$ cat src/sv/rrw_pkg.sv
// Package for the receive reorder window: sizes, command codes, item types and result kinds.
package rrw_pkg;

   localparam int DEPTH       = 32;
   localparam int IDX_W       = $clog2(DEPTH);
   localparam int HANDLE_BITS = 16;
   localparam int MAX_OUT     = 32;
   localparam int WIN_W       = 6;
   localparam int WIN_CAP     = (DEPTH < MAX_OUT) ? DEPTH : MAX_OUT;
   localparam logic [WIN_W-1:0] WIN_RESET = WIN_W'(20);

   localparam logic CMD_DATA    = 1'b0;
   localparam logic CMD_RESTART = 1'b1;

   localparam logic [1:0] KIND_DELIVER = 2'd0;
   localparam logic [1:0] KIND_DROP    = 2'd1;
   localparam logic [1:0] KIND_FREE    = 2'd2;

   typedef struct packed {
      logic        cmd;
      logic [31:0] seq_id;
      logic [15:0] buf_handle;
      logic [15:0] payload_length;
   } req_item_type;

   typedef struct packed {
      logic [1:0]  out_kind;
      logic [15:0] out_handle;
      logic [31:0] out_seq;
      logic [15:0] out_length;
      logic        last;
   } rsp_item_type;

   typedef struct packed {
      logic [HANDLE_BITS-1:0] handle;
      logic [15:0]            length;
   } slot_type;

endpackage

$ cat src/sv/receive_reorder_window.sv
// Receive reorder window: a slot memory indexed by sequence id, an in-order walker and a restart sweep.
//
// Issue an item with start while busy is low. A data item that lies outside
// the window (last received id, plus window_size capped at the slot count],
// or whose id is already held, comes back in the next cycle as a dropped
// result and the block stays ready. An accepted data item is written to the
// slot memory; the block then walks forward from the last received id, one
// slot per cycle, reading each held item from the memory through a registered
// read port and delivering it; busy stays high throughout the walk. A restart
// sweeps the slots in ascending id order, one per cycle, freeing every held
// item. Results appear for exactly one cycle on rsp_item with rsp_strobe
// high; the receiver must take them then. The window register may be written
// while busy is low.
module receive_reorder_window (
   input  logic                       clock,
   input  logic                       reset,
   input  logic                       start,
   output logic                       busy,
   input  rrw_pkg::req_item_type      req_item,
   output logic                       rsp_strobe,
   output rrw_pkg::rsp_item_type      rsp_item,
   input  logic                       csr_wr_en,
   input  logic [rrw_pkg::WIN_W-1:0]  csr_wr_data
);

   typedef enum logic [2:0] {
      ST_IDLE    = 3'b001,
      ST_DELIVER = 3'b010,
      ST_FREE    = 3'b100
   } state_type;

   state_type                         state_ff, state_in;
   logic [31:0]                       last_ff, last_in;
   logic [31:0]                       restart_ff, restart_in;
   logic [rrw_pkg::WIN_W-1:0]         window_ff, window_in;
   logic [rrw_pkg::DEPTH-1:0]         valid_ff, valid_in;
   logic                              pend_valid_ff, pend_valid_in;
   logic [1:0]                        pend_kind_ff, pend_kind_in;
   logic [31:0]                       pend_seq_ff, pend_seq_in;
   logic                              pend_last_ff, pend_last_in;
   logic                              rsp_valid_ff, rsp_valid_in;
   rrw_pkg::rsp_item_type             rsp_ff, rsp_in;

   rrw_pkg::slot_type                 mem [rrw_pkg::DEPTH];
   rrw_pkg::slot_type                 rd_data_ff;
   rrw_pkg::slot_type                 wr_data;
   logic                              mem_we;

   logic                              accept;
   logic [31:0]                       cur_seq;
   logic [rrw_pkg::IDX_W-1:0]         cur_idx;
   logic [rrw_pkg::IDX_W-1:0]         nxt_idx;
   logic [rrw_pkg::IDX_W-1:0]         req_idx;
   logic [rrw_pkg::WIN_W-1:0]         win_eff;
   logic [31:0]                       top;
   logic                              drop;
   logic [rrw_pkg::DEPTH-1:0]         valid_rest;

   assign busy       = (state_ff != ST_IDLE);
   assign accept     = start && !busy;
   assign rsp_strobe = rsp_valid_ff;
   assign rsp_item   = rsp_ff;

   assign cur_seq = last_ff + 32'd1;
   assign cur_idx = cur_seq[rrw_pkg::IDX_W-1:0];
   assign nxt_idx = cur_idx + rrw_pkg::IDX_W'(1);
   assign req_idx = req_item.seq_id[rrw_pkg::IDX_W-1:0];
   assign win_eff = (window_ff > rrw_pkg::WIN_W'(rrw_pkg::WIN_CAP))
                    ? rrw_pkg::WIN_W'(rrw_pkg::WIN_CAP) : window_ff;
   assign top     = last_ff + 32'(win_eff);
   assign drop    = (req_item.seq_id <= last_ff) || (req_item.seq_id > top)
                    || valid_ff[req_idx];

   assign wr_data.handle = req_item.buf_handle[rrw_pkg::HANDLE_BITS-1:0];
   assign wr_data.length = req_item.payload_length;

   always_comb begin
      valid_rest          = valid_ff;
      valid_rest[cur_idx] = 1'b0;
   end

   always_comb begin
      state_in      = state_ff;
      last_in       = last_ff;
      restart_in    = restart_ff;
      window_in     = window_ff;
      valid_in      = valid_ff;
      pend_valid_in = 1'b0;
      pend_kind_in  = pend_kind_ff;
      pend_seq_in   = pend_seq_ff;
      pend_last_in  = pend_last_ff;
      rsp_valid_in  = 1'b0;
      rsp_in        = rsp_ff;
      mem_we        = 1'b0;

      if (csr_wr_en) begin
         window_in = csr_wr_data;
      end

      // read data for the slot issued last cycle is here now
      if (pend_valid_ff) begin
         rsp_valid_in      = 1'b1;
         rsp_in.out_kind   = pend_kind_ff;
         rsp_in.out_handle = 16'(rd_data_ff.handle);
         rsp_in.out_seq    = pend_seq_ff;
         rsp_in.out_length = rd_data_ff.length;
         rsp_in.last       = pend_last_ff;
      end

      unique case (state_ff)
         ST_IDLE: begin
            if (accept) begin
               if (req_item.cmd == rrw_pkg::CMD_RESTART) begin
                  restart_in = req_item.seq_id;
                  state_in   = ST_FREE;
               end else if (drop) begin
                  rsp_valid_in      = 1'b1;
                  rsp_in.out_kind   = rrw_pkg::KIND_DROP;
                  rsp_in.out_handle = 16'(wr_data.handle);
                  rsp_in.out_seq    = req_item.seq_id;
                  rsp_in.out_length = req_item.payload_length;
                  rsp_in.last       = 1'b1;
               end else begin
                  mem_we            = 1'b1;
                  valid_in[req_idx] = 1'b1;
                  state_in          = ST_DELIVER;
               end
            end
         end
         ST_DELIVER: begin
            if (valid_ff[cur_idx]) begin
               valid_in[cur_idx] = 1'b0;
               last_in           = cur_seq;
               pend_valid_in     = 1'b1;
               pend_kind_in      = rrw_pkg::KIND_DELIVER;
               pend_seq_in       = cur_seq;
               pend_last_in      = !valid_ff[nxt_idx];
            end else begin
               state_in = ST_IDLE;
            end
         end
         ST_FREE: begin
            if (valid_ff == '0) begin
               last_in  = restart_ff;
               state_in = ST_IDLE;
            end else begin
               last_in           = cur_seq;
               valid_in[cur_idx] = 1'b0;
               if (valid_ff[cur_idx]) begin
                  pend_valid_in = 1'b1;
                  pend_kind_in  = rrw_pkg::KIND_FREE;
                  pend_seq_in   = cur_seq;
                  pend_last_in  = (valid_rest == '0);
               end
            end
         end
         default: begin
            state_in = ST_IDLE;
         end
      endcase
   end

   always_ff @(posedge clock) begin
      if (reset) begin
         state_ff      <= ST_IDLE;
         last_ff       <= '0;
         window_ff     <= rrw_pkg::WIN_RESET;
         valid_ff      <= '0;
         pend_valid_ff <= 1'b0;
         rsp_valid_ff  <= 1'b0;
      end else begin
         state_ff      <= state_in;
         last_ff       <= last_in;
         window_ff     <= window_in;
         valid_ff      <= valid_in;
         pend_valid_ff <= pend_valid_in;
         rsp_valid_ff  <= rsp_valid_in;
      end
   end

   always_ff @(posedge clock) begin
      restart_ff   <= restart_in;
      pend_kind_ff <= pend_kind_in;
      pend_seq_ff  <= pend_seq_in;
      pend_last_ff <= pend_last_in;
      rsp_ff       <= rsp_in;
   end

   // slot memory: one write port, one registered read port
   always_ff @(posedge clock) begin
      if (mem_we) begin
         mem[req_idx] <= wr_data;
      end
      rd_data_ff <= mem[cur_idx];
   end

   a_no_write_under_read: assert property (@(posedge clock) disable iff (reset)
      pend_valid_ff |-> !$past(mem_we))
      else $error("slot write overlapped a pending read");

   a_drop_is_last: assert property (@(posedge clock) disable iff (reset)
      (rsp_strobe && rsp_item.out_kind == rrw_pkg::KIND_DROP) |-> rsp_item.last)
      else $error("dropped item not marked last");

   a_free_clears_all: assert property (@(posedge clock) disable iff (reset)
      (state_ff == ST_FREE && state_in == ST_IDLE) |=> (valid_ff == '0))
      else $error("restart left slots held");

   a_idle_no_pending: assert property (@(posedge clock) disable iff (reset)
      !busy |-> !pend_valid_ff)
      else $error("read pending while idle");

endmodule

$ cat config.mk
export PLATFORM = sky130hd
export DESIGN_NAME = receive_reorder_window
export DESIGN_NICKNAME = d
export VERILOG_FILES = /design/src/sv/rrw_pkg.sv /design/src/sv/receive_reorder_window.sv
export SDC_FILE = /design/constraint.sdc
export NUM_CORES = 2
export LEC_CHECK = 0
export ABC_AREA = 1
export BUFFER_PORTS_ARGS = -buffer_cell sky130_fd_sc_hd__buf_2
export CAP_MARGIN = 20
export CORE_ASPECT_RATIO = 1.1
export CORE_UTILIZATION = 56
export DETAILED_ROUTE_END_ITERATION = 12
export PLACE_DENSITY = 0.76
export SETUP_SLACK_MARGIN = 0.2
export SYNTH_ARGS = -nofsm -noshare
export SYNTH_HDL_FRONTEND = slang
export SYNTH_SLANG_ARGS = --single-unit
$ cat constraint.sdc
create_clock -name clock -period 6 [get_ports clock]
set_clock_uncertainty 0.05 [all_clocks]
set_input_delay 0.3 -clock clock [delete_from_list [all_inputs] [get_ports clock]]
set_output_delay 0.3 -clock clock [all_outputs]
set_load 0.01 [all_outputs]
* Yosys cells after proc, flatten, opt, wreduce, memory -nomap -nowiden
Memories as Yosys holds them, arrays and structs flattened. A register that Yosys moved wholly into a read port is not among the register bits.
Cells that the tools add are included.
** Word-level totals
- Bits in writable memories :: 1024
- Register bits after elaboration :: 209
- Logic and storage cells :: 116
- Memories kept :: 1
- Bits of input ports :: 75
- Output and inout port bits :: 69
** Memories
- mem :: words 32, width 32, read ports 1, clocked after memory_dff 1, write ports 1, line receive_reorder_window.sv:44 : rrw_pkg::slot_type mem [rrw_pkg::DEPTH];
** Cells by class
- Magnitude comparators :: 8
- Reductions and logical operators :: 17
- $add $sub $neg :: 3
- Bitwise gates (word level) :: 3
- Mux-type cells :: 56
- Eq/ne operators :: 13
** Operators with widths (number)
- $mux 67 :: 5
- $mux 32 :: 9
- $pmux 32 s2 :: 2
- $pmux 32 s3 :: 1
- $logic_not 32->1 :: 2
- $add 32x1->32 const B :: 1
- $add 32x6->32 :: 1
- $and 32x32->32 :: 1
- $gt 32x32->1 :: 1
- $le 32x32->1 :: 1
- $not 32->32 :: 1
- $or 32x32->32 :: 1
- $mux 1 :: 21
- $lt 5x6->1 const B :: 3
- $ne 2x2->1 const B :: 8
- $bmux 1 s5 :: 3
- $mux 3 :: 5
- $demux 1 s5 :: 2
- $ge 5x1->1 const B :: 2
- $pmux 3 s3 :: 1
- $reduce_and 4->1 :: 2
- $gt 6x6->1 const B :: 1
- $mux 2 :: 3
- $mux 6 :: 1
- 16 further kinds :: 22

* Longest topological paths before layout
- Word-level depth :: 12
- Mapped depth :: 29
- Mapped depth without buffers :: 28

* Worst setup path after synthesis
OpenSTA, ideal clock, no wires.
- Kind :: register -> register
- From :: reg window_ff[5] (netlist name)
- To :: mem mem[0][0] (netlist name) (enable)
- Clock period less this slack :: 6.191 ns
- Data arrival time :: 5.680 ns
- Path slack :: -0.191 ns
- Path buffers :: 1
- Stages on the path, launching flop included :: 24
- Required time :: 5.489 ns
- Setup time :: 0.461 ns
- Cells stage by stage :: dfxtp_1 > nor2_1 > ha_1 > inv_1 > fa_1 > nor2_1 > a211oi_1 > o21ai_0 > nand2_1 > nor2_1 > nand2_1 > nor2_1 > nand2_1 > xor2_1 > ha_1 > nand2_1 > nor2_1 > and3_1 > nand2_1 > nand2_1 > nand3_2 > or2_1 > buf_6 > nor3_1
** On the way
- Cells in the longest elaborated chain, start to end :: 12
** Ends and longest elaborated chain
- start: declaration :: line receive_reorder_window.sv:35 : logic [rrw_pkg::WIN_W-1:0] window_ff, window_in;
- start signal: assignment :: line receive_reorder_window.sv:167 : window_ff <= rrw_pkg::WIN_RESET;
- start signal: assignment :: line receive_reorder_window.sv:174 : window_ff <= window_in;
- $gt 6x6->1 :: line receive_reorder_window.sv:68 : assign win_eff = (window_ff > rrw_pkg::WIN_W'(rrw_pkg::WIN_CAP))
- $mux 6 * :: line receive_reorder_window.sv:69 : ? rrw_pkg::WIN_W'(rrw_pkg::WIN_CAP) : window_ff;
- $add 32x6->32 * :: line receive_reorder_window.sv:70 : assign top = last_ff + 32'(win_eff);
- $gt 32x32->1 * :: line receive_reorder_window.sv:71 : assign drop = (req_item.seq_id <= last_ff) || (req_item.seq_id > top)
- $logic_or 1x1->1 * :: line receive_reorder_window.sv:71
- $logic_or 1x1->1 * :: line receive_reorder_window.sv:72 : || valid_ff[req_idx];
- $mux 1 * :: line receive_reorder_window.sv:116 : end else if (drop) begin
- $mux 1 * :: line receive_reorder_window.sv:113 : if (req_item.cmd == rrw_pkg::CMD_RESTART) begin
- $mux 1 * :: line receive_reorder_window.sv:112 : if (accept) begin
- $mux 1 * :: line receive_reorder_window.sv:110 : unique case (state_ff)
- $mux 1 * :: line receive_reorder_window.sv:191 : if (mem_we) begin
- $mux 1 (implied by the code) * :: line receive_reorder_window.sv:192 : mem[req_idx] <= wr_data;
- end: declaration :: line receive_reorder_window.sv:44
Mark *: on every way between the ends. The rest lies on a longest branch, timed or not.

* Worst setup path in the final report
- From :: reg window_ff[5] (netlist name)
- To :: mem mem[26][28] (netlist name) (enable)
The elaborated chain is that of the path after synthesis.

==> summary by stage <==
Timing
The final worst hold slack is 0.0629 ns. The remaining max-slew budget at the tightest pin is 26.4%. Of the available clock period, the critical path in the final layout requires slightly below 90%. Setup repair after global routing left no endpoint under its margin. Setup violations remaining at the end of the flow were counted as 0. The highest clock frequency the design can meet is roughly 190 MHz. The worst path needs approximately 5.3 ns of the cycle, external delays included. The final total negative setup slack is 0 ns. The final-report hold violation count is 0.

The max-slew violation count is 0. For the pin with the worst max-slew slack, the measured transition is about 1.1 ns.

GRT
The aggregate global-route resource usage is between 30% and 40%. For this run the aggregate overflow at the end of global routing stands at 0. The pin count of the biggest net entering global routing is 213.

The initial antenna violation count is 7. The first global-routing pass estimated 227 mm of wire. The number of global-route vias before repair is about 36000.

Worst hold path
The min-delay analysis places its worst path in the category in -> reg.

Power
IR analysis of the VDD net gives a maximum drop of about 0.35 mV. The part of the power in registers is between 50% and 60%. For this design the ratio of total power to cell area is ~310 mW/mm^2. Cell internal power was estimated by the tool at 14.3 mW. For this design the total switching power over the nets is approximately 4.3 mW.

Combinational cells account for between 7 and 8% of the total power. Per report_power, the clock group accounts for approximately 40% of the total. The cell leakage power is roughly 21 nW. The switching share of power is about 23%.

Detailed routing
The total wire length is approximately 150 mm. Dividing the detail-routed wire length by the instance count gives approximately 25 um. The number of vias after detailed routing is a little under 40000. The initial detailed-routing violation count is around 5700. The post-detailed-route count of antenna-violating nets is 0. Before antenna repair, the detailed router went through 8 iterations. After detailed routing, the number of remaining DRC violations is 0.

The via density per instance is 6.27.

Floorplanning
The floorplan has approximately 120 rows. The number of top-level pins is between 100 and 150. The initial standard-cell utilization of the core is 56.5%. The core region is 0.0942 mm^2. The height of the die is roughly 330 um. In this run the horizontal extent of the chip is a little under 300 um. The floorplan step defined a die boundary enclosing about 0.096 mm^2.

Synth
After synthesis, the share of flip-flops with an asynchronous set or reset is 0%. Yosys mapped the design onto between 40 and 50 distinct sky130hd cell types. In this run the mean area of a mapped cell was ~11 um^2.

The Yosys step of the flow raised 0 warnings. By area the synthesized netlist is led by edfxtp_1 (62%), o21ai_0 (6.6%), dfxtp_1 (6.5%), nor2_1 (4.7%), nand2_1 (4.5%). The most area-hungry cell type in the Yosys netlist is edfxtp_1.

The sequential cell area fraction in the yosys report is ~68%. The summed instance area of the synthesized netlist is 0.0532 mm^2. The gate count of the mapped netlist is about 4700. The number of flops mapped to enable cells by yosys is between 1000 and 1500. Counting flops and latches in the post-synthesis netlist gives 1264. Among all cell types in the netlist, the one instantiated most often is edfxtp_1.

The total nets after synthesis is around 4800. Sorting the synthesized cells by how often they occur yields edfxtp_1 (1090), o21ai_0 (698), nor2_1 (668). For this run, the leading register cell type out of synthesis is edfxtp_1. Summed over its instances, the top area cell type makes up roughly three fifths of the synthesized netlist area.

Clocking
Clock latency on the worst-skew pair, taken at its later pin, is roughly 0.72 ns. No sink is reached through more buffers than the 3 on the longest clock path. In this run the clock root is driven by a clkbuf_16.

CTS saw roughly 1300 sinks. The level count of the clock H-tree is 3. The clock slew at the register clock pins of the worst setup and hold paths is 0.06 ns. The clock buffer count from CTS is between 100 and 150. The CTS tree is built.

Setup path
Along the worst path, the maximum fanout reaches 33. The setup path with the least slack is of type reg -> reg. The element type at the critical path start is a register. The element type at the critical path end is a register. At the worst endpoint, the required time is 6.31 ns.

The data arrival time of the critical path is 5.64 ns.

Layout
The post-layout net count is 4935. The ratio of cells with drive above 1 in the final layout is around a tenth. Excluding fillers, the count of instances in the completed layout stands at 6148. The fraction of the core area covered by cells at the end of the flow is roughly 63%. The area added between synthesis and finish is 12.3%.

Place
The detailed-placement wirelength estimate is between 90 and 100 mm. Routability-driven placement finished with a final weighted congestion of ~0.95. The count of input and output buffers is about 140. The total instance count after detailed placement is around 5900.

Flow run
The number of max-cap violations is 0.

Status
The flow ran to the end, and the final reports show no timing, DRC or antenna violations.
## power groups by stage
stage	Combinational, mW	Clock (mW)	Sequential, mW
after global routing	1.42	7.82	9.82
after CTS	1.29	7.48	9.81
after floorplan	0.601	0	10.0
after detailed placement	1.26	0	9.99
after global placement	1.23	0	9.99
final	1.32	7.44	9.81
## cells by family after synthesis
group	Yosys count	share of synthesized area, %
AOI/OAI and AO/OA	1256	13.5
buffers and inverters	487	3.76
DFF	1264	68.1
adders and majority gates	75	1.78
xor gates and xnor gates	60	1.02
and+or+nand+nor	1530	11.9
## worst paths after layout
path / from / endpoint / slack (ns) / cells past startpoint
hold reg to reg: rsp_item[65]$_DFF_P_ / rsp_item[65]$_DFF_P_ / 0.40 / 2
setup reg to reg: window_ff[5]$_SDFFE_PP0P_ / mem[26][28]$_DFFE_PP_ / 0.66 / 25
setup / recovery: window_ff[5]$_SDFFE_PP0P_ / mem[26][28]$_DFFE_PP_ / 0.66 / 25
hold / removal: req_item[32] / restart_ff[0]$_DFFE_PP_ / 0.06 / 1
## cell type report
type / count / area, um^2
Antenna cell: 1 / 2.50
Clock buffer: 169 / 3380
Clock inverter: 56 / 493
Fill cell: 7049 / 34400
Inverter: 195 / 749
Multi-Input combinational cell: 2921 / 15200
Sequential cell: 1264 / 36200
Tap cell: 1260 / 1580
Timing Repair Buffer: 282 / 2090
## flip-flops by register name, summed over array words and instances (netlist names)
name	count
mem	1024
rsp_item	67
last_ff	32
pend_seq_ff	32
rd_data_ff	32
restart_ff	32
valid_ff	32
window_ff	6
state_ff	3
pend_kind_ff	1
pend_last_ff	1
pend_valid_ff	1
rsp_strobe	1
## worst max-delay path: stages (launching register included)
cell	delay (ns)
dfxtp_1	0.48
nor2_1	0.09
ha_1	0.38
nand2_1	0.07
nand2_1	0.08
nand2_1	0.05
nand3_1	0.13
nand3_1	0.09
nand2_1	0.24
nand2_1	0.13
nor2_1	0.19
buf_4	0.16
nand3_1	0.14
nor3_1	0.23
xor2_1	0.10
ha_1	0.31
nand2_1	0.07
nor3_1	0.22
and3_1	0.25
nand2_1	0.06
nand2_1	0.12
nand3_2	0.14
or2_2	0.34
buf_12	0.21
nor3_4	0.20
buf_6	0.36
## layout by cell type (no fill, tap or decap), types with 18 or more instances in the layout
cell type and instances:
dfxtp_1 172, a22o_1 24, nand4_1 33, a21oi_1 105, edfxtp_1 1090, o21ai_0 698, clkbuf_1 34, clkinv_2 21
dlygate4sd3_1 47, inv_2 18, nand2_1 631, buf_4 69, o22ai_1 258, o21ai_1 41, ha_1 73, clkinv_1 19
a31oi_1 24, clkbuf_16 124, nand3_1 106, nor2_1 663, nor3_4 29, xor2_1 57, nor3_1 27, inv_1 173
a32o_1 76, buf_2 143
## metal layers
metal	up-vias	track usage, %	routed length [um]
met3	370	6.70	18900
li1	17100	-	-
met5	-	0	13
met2	2594	50.1	71500
met1	18500	42.9	57700
met4	2	13.0	6740
## repair_timing
item,CTS,global route
endpoints found under the hold margin,68,0
hold buffers,47,0
gates resized for setup,0,12
buffers inserted,0,0
setup endpoints to repair,0,288
## per-stage QoR
stage | setup slack (ns) | instance area [um^2] | power, mW
6_report | 0.662 | 59800 | 18.6
5_1_grt | 0.220 | 59800 | 19.1
4_1_cts | 0.461 | 59700 | 18.6
3_5_place_dp | 0.525 | 55400 | 11.2
3_3_place_gp | 0.528 | 55400 | 11.2
2_1_floorplan | -0.191 | 53200 | 10.6
Note: power is estimated with default switching activity, not from simulation.
